--- config.mk ---
export PLATFORM = sky130hd
export DESIGN_NAME = srps_front
export DESIGN_NICKNAME = d
export VERILOG_FILES = /design/src/rtl/srps_pkg.sv /design/src/rtl/srps_front.sv
export SDC_FILE = /design/constraint.sdc
export NUM_CORES = 1
export LEC_CHECK = 0
export ABC_AREA = 1
export CAP_MARGIN = 40
export CELL_PAD_IN_SITES_DETAIL_PLACEMENT = 2
export CELL_PAD_IN_SITES_GLOBAL_PLACEMENT = 2
export CORE_ASPECT_RATIO = 0.9
export CORE_MARGIN = 3
export CORE_UTILIZATION = 41
export DETAILED_ROUTE_END_ITERATION = 10
export DONT_BUFFER_PORTS = 1
export PLACE_DENSITY_LB_ADDON = 0.1
export SLEW_MARGIN = 5
export SYNTH_ARGS = -nofsm -noshare
export SYNTH_HDL_FRONTEND = slang
export SYNTH_SLANG_ARGS = --single-unit
--- constraint.sdc ---
create_clock -name clk -period 6.44 [get_ports clk]
set_input_delay 1.288 -clock clk [delete_from_list [all_inputs] [get_ports clk]]
set_output_delay 1.288 -clock clk [all_outputs]
set_load 0.01 [all_outputs]
--- src/rtl/srps_pkg.sv ---
`default_nettype none
package srps_pkg;

	// Width of the stack pointer and merge counts; covers a stack of up to 64 entries.
	localparam int TOP_W = 7;

	// One classified item as it travels from the front part to the back part.
	typedef struct packed {
		logic [63:0]      value;
		logic             last;
		logic [TOP_W-1:0] merges;
		logic             full;
	} cmd_t;

	// Quiet NaN produced for an invalid operation such as +inf plus -inf.
	localparam logic [63:0] DEFAULT_NAN = 64'hFFF8_0000_0000_0000;

endpackage
`default_nettype wire

--- src/rtl/srps_front.sv ---
`default_nettype none
module srps_front #(
	parameter int STACK_DEPTH = 64
) (
	input  wire logic           clk,
	input  wire logic           arst_n,
	input  wire logic           in_valid,
	output logic                in_stall,
	input  wire logic [63:0]    value,
	input  wire logic           last,
	output logic                cmd_valid,
	output srps_pkg::cmd_t      cmd,
	input  wire logic           cmd_pop
);
	import srps_pkg::*;

	logic [63:0]      count_q;
	logic [TOP_W-1:0] top_q;
	cmd_t             queue_q [2];
	logic             wp_q, rp_q;
	logic [1:0]       fill_q;

	logic [64:0]      inc65, lowest_zero;
	logic [TOP_W-1:0] tz, merges, after;
	logic             push, full;
	cmd_t             new_cmd;

	// The number of merges is the count of trailing one bits, capped by the stack height.
	always_comb begin
		inc65       = {1'b0, count_q} + 65'd1;
		lowest_zero = ~{1'b0, count_q} & inc65;
		tz          = '0;
		for (int i = 0; i < 65; i++) begin
			if (lowest_zero[i]) begin
				tz = tz | TOP_W'(i);
			end
		end
		merges = (tz < top_q) ? tz : top_q;
		after  = top_q - merges;
		full   = after == TOP_W'(STACK_DEPTH);
		new_cmd = '{value: value, last: last, merges: merges, full: full};
	end

	assign in_stall  = fill_q == 2'd2;
	assign push      = in_valid && !in_stall;
	assign cmd_valid = fill_q != 2'd0;
	assign cmd       = queue_q[rp_q];

	always_ff @(posedge clk or negedge arst_n) begin
		if (!arst_n) begin
			count_q <= '0;
			top_q   <= '0;
			wp_q    <= 1'b0;
			rp_q    <= 1'b0;
			fill_q  <= '0;
		end else begin
			if (push) begin
				wp_q <= ~wp_q;
				if (last) begin
					count_q <= '0;
					top_q   <= '0;
				end else begin
					count_q <= inc65[63:0];
					top_q   <= full ? after : after + TOP_W'(1);
				end
			end
			if (cmd_pop && cmd_valid) begin
				rp_q <= ~rp_q;
			end
			fill_q <= fill_q + {1'b0, push} - {1'b0, cmd_pop && cmd_valid};
		end
	end

	always_ff @(posedge clk) begin
		if (push) begin
			queue_q[wp_q] <= new_cmd;
		end
	end
endmodule
`default_nettype wire

=== Word level (Yosys, flattened, before mapping) ===
Memory sizes are Yosys's and may differ from the RTL's.
Cells that the tools add are included.

* Output and inout bits: 75
* Memory bits (writable): 146
* Flip-flop bits (word level): 75
* Memories: 1
* Input bits: 69

{| class="wikitable"
|+ Memory list
! name !! depth !! bits a word !! read ports !! clocked after Yosys merged registers in !! write ports !! RTL line !! RTL
|-
| queue_q || 2 || 73 || 1 || 0 || 1 || srps_front.sv:19 || <nowiki>cmd_t queue_q [2];</nowiki>
|}

* Reduce and logical (&&, ||, !) cells: 4
* Muxes and demuxes: 72
* $add $sub $neg: 5
* Order comparisons: 1
* Bitwise logic cells: 4
* Equal/unequal tests: 2

{| class="wikitable"
|+ Operators with widths
! cell !! number
|-
| $mux W6 || 32
|-
| $mux W64 || 2
|-
| $mux W5 || 16
|-
| $add A64 B1 Y65 const B || 1
|-
| $and A65 B65 Y65 || 1
|-
| $not A64 Y65 || 1
|-
| $mux W7 || 5
|-
| $mux W4 || 8
|-
| $mux W3 || 4
|-
| $add A7 B1 Y7 const B || 1
|-
| $eq A7 B7 Y1 const B || 1
|-
| $lt A7 B7 Y1 || 1
|-
| $sub A7 B7 Y7 || 1
|-
| $mux W2 || 2
|-
| $mux W1 || 3
|-
| $add A2 B1 Y2 || 1
|-
| $eq A2 B2 Y1 const B || 1
|-
| $logic_and A1 B1 Y1 || 2
|-
| $not A1 Y1 || 2
|-
| $reduce_bool A2 Y1 || 1
|-
| $sub A2 B1 Y2 || 1
|-
| $logic_not A1 Y1 || 1
|}

=== Logic depth before layout (Yosys ltp) ===
Gate-level depths: netlist of run 1.

* Depth in word-level cells: 73
* Depth in mapped cells: 40
* Gate-level depth less buffers: 40

=== Least setup slack after synthesis of run 1 ===
No wires, ideal clock.

* Kind: register to register
* From: register count_q[0]
* To: register top_q[0]
* Cell stages (with the launch flop): 36
* Data arrival time: 5.117 ns
* Library setup time: 0.066 ns
* Slack: 1.257 ns
* Required time: 6.374 ns
* Clock period less this slack: 5.183 ns
* Cells stage by stage: dfrtp_1 ha_1 nand3_2 nor2_4 nand3_4 nor2_4 nand4_2 nor3_4 nand3_2 nor2_2 nand3_1 nor3_2 and2_1 ha_1 nor2_1 nand3_1 nor4_1 nand4_1 ha_1 a21oi_1 nor2_1 a211oi_1 nand2_1 o21ai_0 ha_1 inv_1 fa_1 a21oi_1 o21ai_0 xnor2_1 nand4_1 nor2_1 nand3_1 nand2_1 nand3_1 nand2_1

* Longest elaborated chain between the ends: 73

{| class="wikitable"
|+ Ends and longest elaborated chain
! item !! RTL line !! RTL
|-
| from (decl) || srps_front.sv:17 || <nowiki>logic [63:0] count_q;</nowiki>
|-
| from (signal assigned) || srps_front.sv:63 || <nowiki>count_q <= inc65[63:0];</nowiki>
|-
| $add A64 B1 Y65 * || srps_front.sv:30 || <nowiki>inc65 = {1'b0, count_q} + 65'd1;</nowiki>
|-
| $and A65 B65 Y65 * || srps_front.sv:31 || <nowiki>lowest_zero = ~{1'b0, count_q} & inc65;</nowiki>
|-
| $mux W1 || srps_front.sv:34 || <nowiki>if (lowest_zero[i]) begin</nowiki>
|-
| $mux W2 (2 in series) || srps_front.sv:34 ||
|-
| $mux W3 (4 in series) || srps_front.sv:34 ||
|-
| $mux W4 (8 in series) || srps_front.sv:34 ||
|-
| $mux W5 (16 in series) || srps_front.sv:34 ||
|-
| $mux W6 (32 in series) || srps_front.sv:34 ||
|-
| $mux W7 * || srps_front.sv:34 ||
|-
| $lt A7 B7 Y1 || srps_front.sv:38 || <nowiki>merges = (tz < top_q) ? tz : top_q;</nowiki>
|-
| $mux W7 * || srps_front.sv:38 ||
|-
| net merges[0] || srps_front.sv:24 || <nowiki>logic [TOP_W-1:0] tz, merges, after;</nowiki>
|-
| $sub A7 B7 Y7 * || srps_front.sv:39 || <nowiki>after = top_q - merges;</nowiki>
|-
| $add A7 B1 Y7 / $eq A7 B7 Y1 (equally long branches) || srps_front.sv:64, srps_front.sv:40 ||
|-
| $mux W7 * || srps_front.sv:64 || <nowiki>top_q <= full ? after : after + TOP_W'(1);</nowiki>
|-
| $mux W7 * || srps_front.sv:59 || <nowiki>if (last) begin</nowiki>
|-
| $mux W7 * || srps_front.sv:57 || <nowiki>if (push) begin</nowiki>
|-
| to (signal assigned) || srps_front.sv:64 ||
|-
| to (decl) || srps_front.sv:18 || <nowiki>logic [TOP_W-1:0] top_q;</nowiki>
|}

Mark *: on every way through the listed nets, which the timed path passes. The rest lies on a longest branch. The select of a mux whose other input is x is not followed.
A chain may end at the register's enable or synchronous reset.

=== Final worst setup path of run 1 ===
* From: register count_q[0]
* To: register top_q[2]

Same word-level chain as after synthesis.

==> impl_metrics.ini, run 1 <==
[status]
status = completed

[grt]
grt_pass1_wl_mm = 49.12
grtUsageTotal_pct = 22.01
grt_remaining_overflow = 0
grt_pass1_vias = 8564
antenna_found_initial = 2
grt_max_degree = 76

[layout]
fin_nets = 1236
area_growth_pct = 13.15
layoutNonFillerInstCount = 1449
ff_latch_area_mm2 = 0.006262
multi_input_area_mm2 = 0.004080
fillCellCount = 2669
drive_above_1_share_pct = 11.95

[die]
row_count = 55
ios = 144
die_w_um = 177.2
fp.dieH_um = 160.1
initial_core_util_pct = 42.36
die_area_mm2 = 0.02837
core_mm2 = 0.02553

[sta]
finalSetupTns_ns = 0
max_slew_margin_pct = 44.98
setup_viol = 0
layout_min_cycle_time_ns = 6.128
report.final.hold_viol_count = 0
rsz0062_at_grt = yes
fin_ws_ns = 0.3118
hold-worst-slack_ns = 0.4592
slew_viol_final = 0
fin_crit_sh_pct = 95.16
fmax_ghz = 0.1632
skew_ns = 0.009554
worst_slew_pin_slew_ns = 0.8254

[logic_synthesis]
syn_inst = 1065
ys_top_cells_by_count = nand2_1 (309), edfxtp_1 (146), inv_1 (133)
synth_cell_types = 42
synth_ff_type = edfxtp_1
yosysTopAreaCell = edfxtp_1
yosysTopAreaCellShare_pct = 40.54
syn_area_per_cell_um2 = 10.16
async_reset_ff_share_pct = 33.94
synth_seq_cells = 221
synth.cell_area_mm2 = 0.01082
synth_nets = 1215
synth.most_common_cell = nand2_1
synth_edf_count = 146
yosysSeqAreaShare_pct = 57.89
yosys_warnings = 0
synthTopCellsByArea = edfxtp_1 (41%), dfrtp_1 (17%), nand2_1 (11%)

[setup_path]
critical_path_required_ns = 6.84
path_class = reg2reg
reg2reg_depth = 37
crit_fanout = 5
cpPeakStageDelay_ns = 0.37
slowest_stage = dfrtp_1
rr_endpoint = top_q[2]
start_kind = flip-flop
cp-end-kind = flip-flop
crit_top_cell = nand3_2
r2r_slack_ns = 0.31
arrival_ns = 6.53
r2r-start = count_q[0]

[drt]
vias_per_cell = 5.335
drt-wirelength-per-cell_um = 22.28
vias = 7730
drt_iter0_markers = 431
drt_pre_antenna_iters = 4
drc = 0
routed_wirelength_mm = 32.28
ant_nets = 0

[power]
switchingPower_mw = 1.877
swShare_pct = 38.00
intPower_mw = 3.062
seq_power_share_pct = 39.0
leakage_nw = 5.271
p_comb_share_pct = 33.5
pwr-share-clk_pct = 27.5
powerDensity_mw_per_mm2 = 403.6
vdd_drop_max_mv = 0.2874

[clock_tree]
root_buffer = clkbuf_16
cts_buffers = 25
clock_latency_ns = 0.53
clock_path_buffers = 3
clock-sinks = 221
tritoncts = yes
clkTransAtPathRegs_ns = 0.06
htreeDepth = 1

[place]
dp_hpwl_mm = 22.23
dp.cells = 1385
place_ws_ns = -0.1772
gp_congestion = 0.8083
io_buffers = 0

[min_path]
hold_class = in2async

[run]
drv_cap = 0
==> worst max-delay path: cells and delay by family, from the launching register on <==
kind                     cells  cell delay, ns
flip-flops                   1            0.37
adder cells (fa/ha/maj)      5            1.13
XOR/XNOR                     1            0.20
buffers and inverters        3            0.37
AND/OR/NAND/NOR             22            3.05
AO/OA/AOI/OAI                6            0.89
==> final cells by class <==
class | instances | area share, %
inverters | 137 | 4.202
flip-flops and latches | 221 | 51.17
well taps | 342 | 3.497
multi-input cells | 677 | 33.34
diodes | 2 | 0.04090
clock buffers | 32 | 5.408
clock inverters | 14 | 0.8690
repair buffers | 24 | 1.472
==> metrics by stage <==
step / total power, mW / cell area, um2 / utilization (%)
after floorplan: 3.013 / 10820 / -
after global placement: 3.368 / 11210 / 43.89
after detailed placement: 3.453 / 11210 / 43.89
after CTS: 4.840 / 11980 / 46.93
after global routing: 5.264 / 12240 / 47.93
final: 4.939 / 12240 / 47.93
==> power groups by stage <==
| stage | logic, mW | registers, mW | clock network, mW |
|---|---|---|---|
| 5_1_grt | 1.86 | 1.95 | 1.46 |
| 4_1_cts | 1.52 | 1.93 | 1.39 |
| 2_1_floorplan | 1.08 | 1.94 | 0 |
| 3_5_place_dp | 1.50 | 1.95 | 0 |
| 6_report | 1.65 | 1.93 | 1.36 |
| 3_3_place_gp | 1.44 | 1.93 | 0 |
==> metal layers <==
| metal | global-route usage (%) | up-vias | routed length (um) |
|---|---|---|---|
| li1 | - | 3638 | - |
| met1 | 28.26 | 3902 | 13880 |
| met2 | 38.50 | 141 | 16150 |
| met3 | 4.208 | 47 | 1595 |
| met4 | 5.105 | 2 | 645 |
| met5 | 0 | - | 13 |
==> placed cells by master (no fill, tap or decap), types with 13 or more instances in the layout <==
master / instances
o22ai_1: 66
nand3_1: 13
dfrtp_1: 74
clkbuf_16: 25
nand4_1: 16
inv_1: 129
edfxtp_1: 146
nor2_1: 65
ha_1: 75
nor4_1: 18
nand2_1: 308
buf_4: 24
nor3_1: 27
==> state kept, by name, indices dropped and copies added, names as in the netlist <==
register and flops:
queue_q 146, top_q 7, count_q 64, wp_q 1, fill_q 2, rp_q 1
==> how the worst max path moves through the flow <==
stage / end / startpoint
finish: top_q[2] / count_q[0]
global route: top_q[0] / count_q[0]
detailed placement: top_q[0] / count_q[0]
floorplan: top_q[0] / count_q[0]
CTS: top_q[0] / count_q[0]
global placement: top_q[0] / count_q[0]
==> repair_timing <==
action / in CTS / in global routing
gates resized for setup: 3 / 33
pin swaps: 0 / 16
buffers inserted: 0 / 16
setup endpoints to repair: 6 / 8
endpoints found under the hold margin: 0 / 0
hold buffers: 0 / 0
==> kinds of logic (layout without fill, tap and decap cells) <==
logic type / after synthesis / after routing / share of synthesized area (%)
flip-flops: 221 / 221 / 57.89
adder cells (fa/ha/maj): 81 / 81 / 9.440
other: 0 / 2 / 0
AND/OR/NAND/NOR: 499 / 499 / 21.22
AO/OA/AOI/OAI: 87 / 87 / 4.836
buffers and inverters: 167 / 207 / 5.807
XOR/XNOR: 10 / 10 / 0.8098
Power figures use the tool's default switching activity.
==> run 2, diff against run 1 <==
--- a/config.mk
+++ b/config.mk
@@ -9,7 +9,6 @@
 export CAP_MARGIN = 40
 export CELL_PAD_IN_SITES_DETAIL_PLACEMENT = 2
 export CELL_PAD_IN_SITES_GLOBAL_PLACEMENT = 2
-export CORE_ASPECT_RATIO = 0.9
 export CORE_MARGIN = 3
 export CORE_UTILIZATION = 41
 export DETAILED_ROUTE_END_ITERATION = 10
==> constraint.sdc (replaced) <==
create_clock -name clk -period 6.6 [get_ports clk]
set_input_delay 1.32 -clock clk [delete_from_list [all_inputs] [get_ports clk]]
set_output_delay 1.32 -clock clk [all_outputs]
set_load 0.01 [all_outputs]
==> run 2 against run 1 <==
Sequential cell count unchanged. Clock skew is 0.033 ns higher. Via count up 0.30%. Sequential power down 2%. Utilization is 0.72 points lower. Hold slack better by 0.015 ns. Die area is essentially flat. Critical path type unchanged. Critical endpoint is now top_q[5].
==> impl_metrics.ini, run 2 (synthesized netlist as in run 1, its figures left out) <==
[setup_path]
worstSetupEndpoint = top_q[5]
path_class = reg2reg
crit_fanout = 6
reg2reg_depth = 31
r2r_slack_ns = 0.38
arrival_ns = 6.57
rr_endpoint = top_q[5]
cp-end-kind = flip-flop
slowest_stage = fa_2
r2r-start = count_q[0]
crit_start = count_q[0]
start_kind = flip-flop
cpPeakStageDelay_ns = 0.45
critical_path_required_ns = 6.95

[grt]
grt_pass1_wl_mm = 50.91
grt.busiest_layer = met2
grt_pass1_vias = 8752
met1_usage_pct = 27.43
grt_remaining_overflow = 0
grtUsageTotal_pct = 22.71
gr-usage-met2_pct = 41.48
antenna_found_initial = 1
grtUsageMet3_pct = 4.532
grt_max_degree = 76

[layout]
area_growth_pct = 11.52
multi_input_area_mm2 = 0.004019
final_common_cell = nand2_1
ff_latch_area_mm2 = 0.006264
fin_nets = 1226
fin_area_mm2 = 0.01206
largest_reg_flops = 146
final_cell_mix = nand2_1 (308), edfxtp_1 (146), inv_1 (130)
fillCellCount = 2640
regMostFlops = queue_q
largestRegisters = queue_q: 146 flops, count_q: 64 flops, top_q: 7 flops
drive_above_1_share_pct = 9.890

[die]
initial_core_util_pct = 42.34
die_w_um = 168.4
die_area_mm2 = 0.02836
core_mm2 = 0.02554
fp.dieH_um = 168.4
ios = 144
row_count = 58

[clock_tree]
tritoncts = yes
clock-sinks = 221
cts_buffers = 25
clock_latency_ns = 0.55
hold_buffers = 0
clock_path_buffers = 3
clkTransAtPathRegs_ns = 0.06
htreeDepth = 1
root_buffer = clkbuf_16

[drt]
ant_nets = 0
routed_wirelength_mm = 33.08
drt_pre_antenna_iters = 4
vias = 7753
drt_iter0_markers = 384
drt-wirelength-per-cell_um = 23.23
drc = 0
vias_per_cell = 5.445

[sta]
fmax_ghz = 0.1607
setup_viol = 0
hold-worst-slack_ns = 0.4741
layout_min_cycle_time_ns = 6.224
fin_ws_ns = 0.3763
slew_viol_final = 0
skew_ns = 0.04247
worst_slew_pin_slew_ns = 0.8411
max_slew_margin_pct = 43.93
fin_crit_sh_pct = 94.30
finalSetupTns_ns = 0
report.final.hold_viol_count = 0

[power]
pwr-share-clk_pct = 26.9
leakage_nw = 5.224
powerDensity_mw_per_mm2 = 404.0
switchingPower_mw = 1.900
vdd_drop_max_mv = 0.2283
p_comb_share_pct = 34.4
swShare_pct = 38.99
seq_power_share_pct = 38.8
intPower_mw = 2.973

[place]
place_area_mm2 = 0.01118
gp_congestion = 0.8070
place_ws_ns = -0.05030
dp_hpwl_mm = 22.97
io_buffers = 0

[min_path]
hold_class = in2async

[run]
drv_cap = 0

[status]
status = completed
-- run 2: changes by cell type in the layout (fill, tap and decap cells not counted), sizes merged --
cell      change
buf          -11
clkinv        +3
clkinvlp      -2
inv           -2
clkbuf        -1
-- run 2: worst min path at each step --
stage	startpoint	to	slack [ns]	cells after the start
floorplan	top_q[2]	top_q[2]	0.49	2
detailed placement	fill_q[0]	fill_q[0]	0.56	1
global route	arst_n	count_q[56]	0.46	0
CTS	arst_n	count_q[57]	0.47	0
global placement	fill_q[0]	fill_q[0]	0.54	1
finish	arst_n	count_q[55]	0.47	0
-- run 2: worst max-delay path: cells and delay by family (launching register included) --
family          cells  cell delay [ns]
fa+ha+maj           4             1.13
flops               1             0.40
simple gates       20             3.08
compound gates      4             0.78
xor+xnor            2             0.46
buf+inv             1             0.18
-- run 2: area by class of cell --
cell class | instances | share of cell area [%]
Tap cell | 330 | 3.423
Inverter | 137 | 4.284
Antenna cell | 2 | 0.04149
Clock inverter | 13 | 0.7261
Clock buffer | 30 | 5.425
Sequential cell | 221 | 51.93
Timing Repair Buffer | 14 | 0.8506
Multi-Input combinational cell | 677 | 33.32
-- run 2: per-layer routing --
| metal | share of wire, % | up-vias |
|---|---|---|
| met1 | 40 | 3908 |
| met5 | 0 | - |
| met4 | 2.6 | 0 |
| met3 | 5.6 | 48 |
| met2 | 52 | 174 |
| li1 | - | 3623 |
-- run 2: metrics by stage --
stage                     std cells  power [mW]  util (%)
after CTS                      1415       4.767     46.74
after detailed placement       1372       3.399     43.78
after global routing           1423       5.169     47.21
after global placement         1371       3.276     43.75
after floorplan                1065       2.940         -
final                          1424       4.873     47.22
-- run 2: repair_timing --
action                                  in CTS  in global routing
resized for setup                            4                 20
endpoints found under the setup margin       6                  7
pin swaps                                    0                  6
buffers inserted                             0                  7
hold endpoints to repair                     0                  0
-- run 2: power groups by stage --
stage / logic, mW / registers (mW) / clock network [mW]
2_1_floorplan: 1.05 / 1.89 / 0
3_3_place_gp: 1.40 / 1.88 / 0
3_5_place_dp: 1.49 / 1.91 / 0
4_1_cts: 1.55 / 1.89 / 1.33
5_1_grt: 1.85 / 1.91 / 1.41
6_report: 1.67 / 1.89 / 1.31
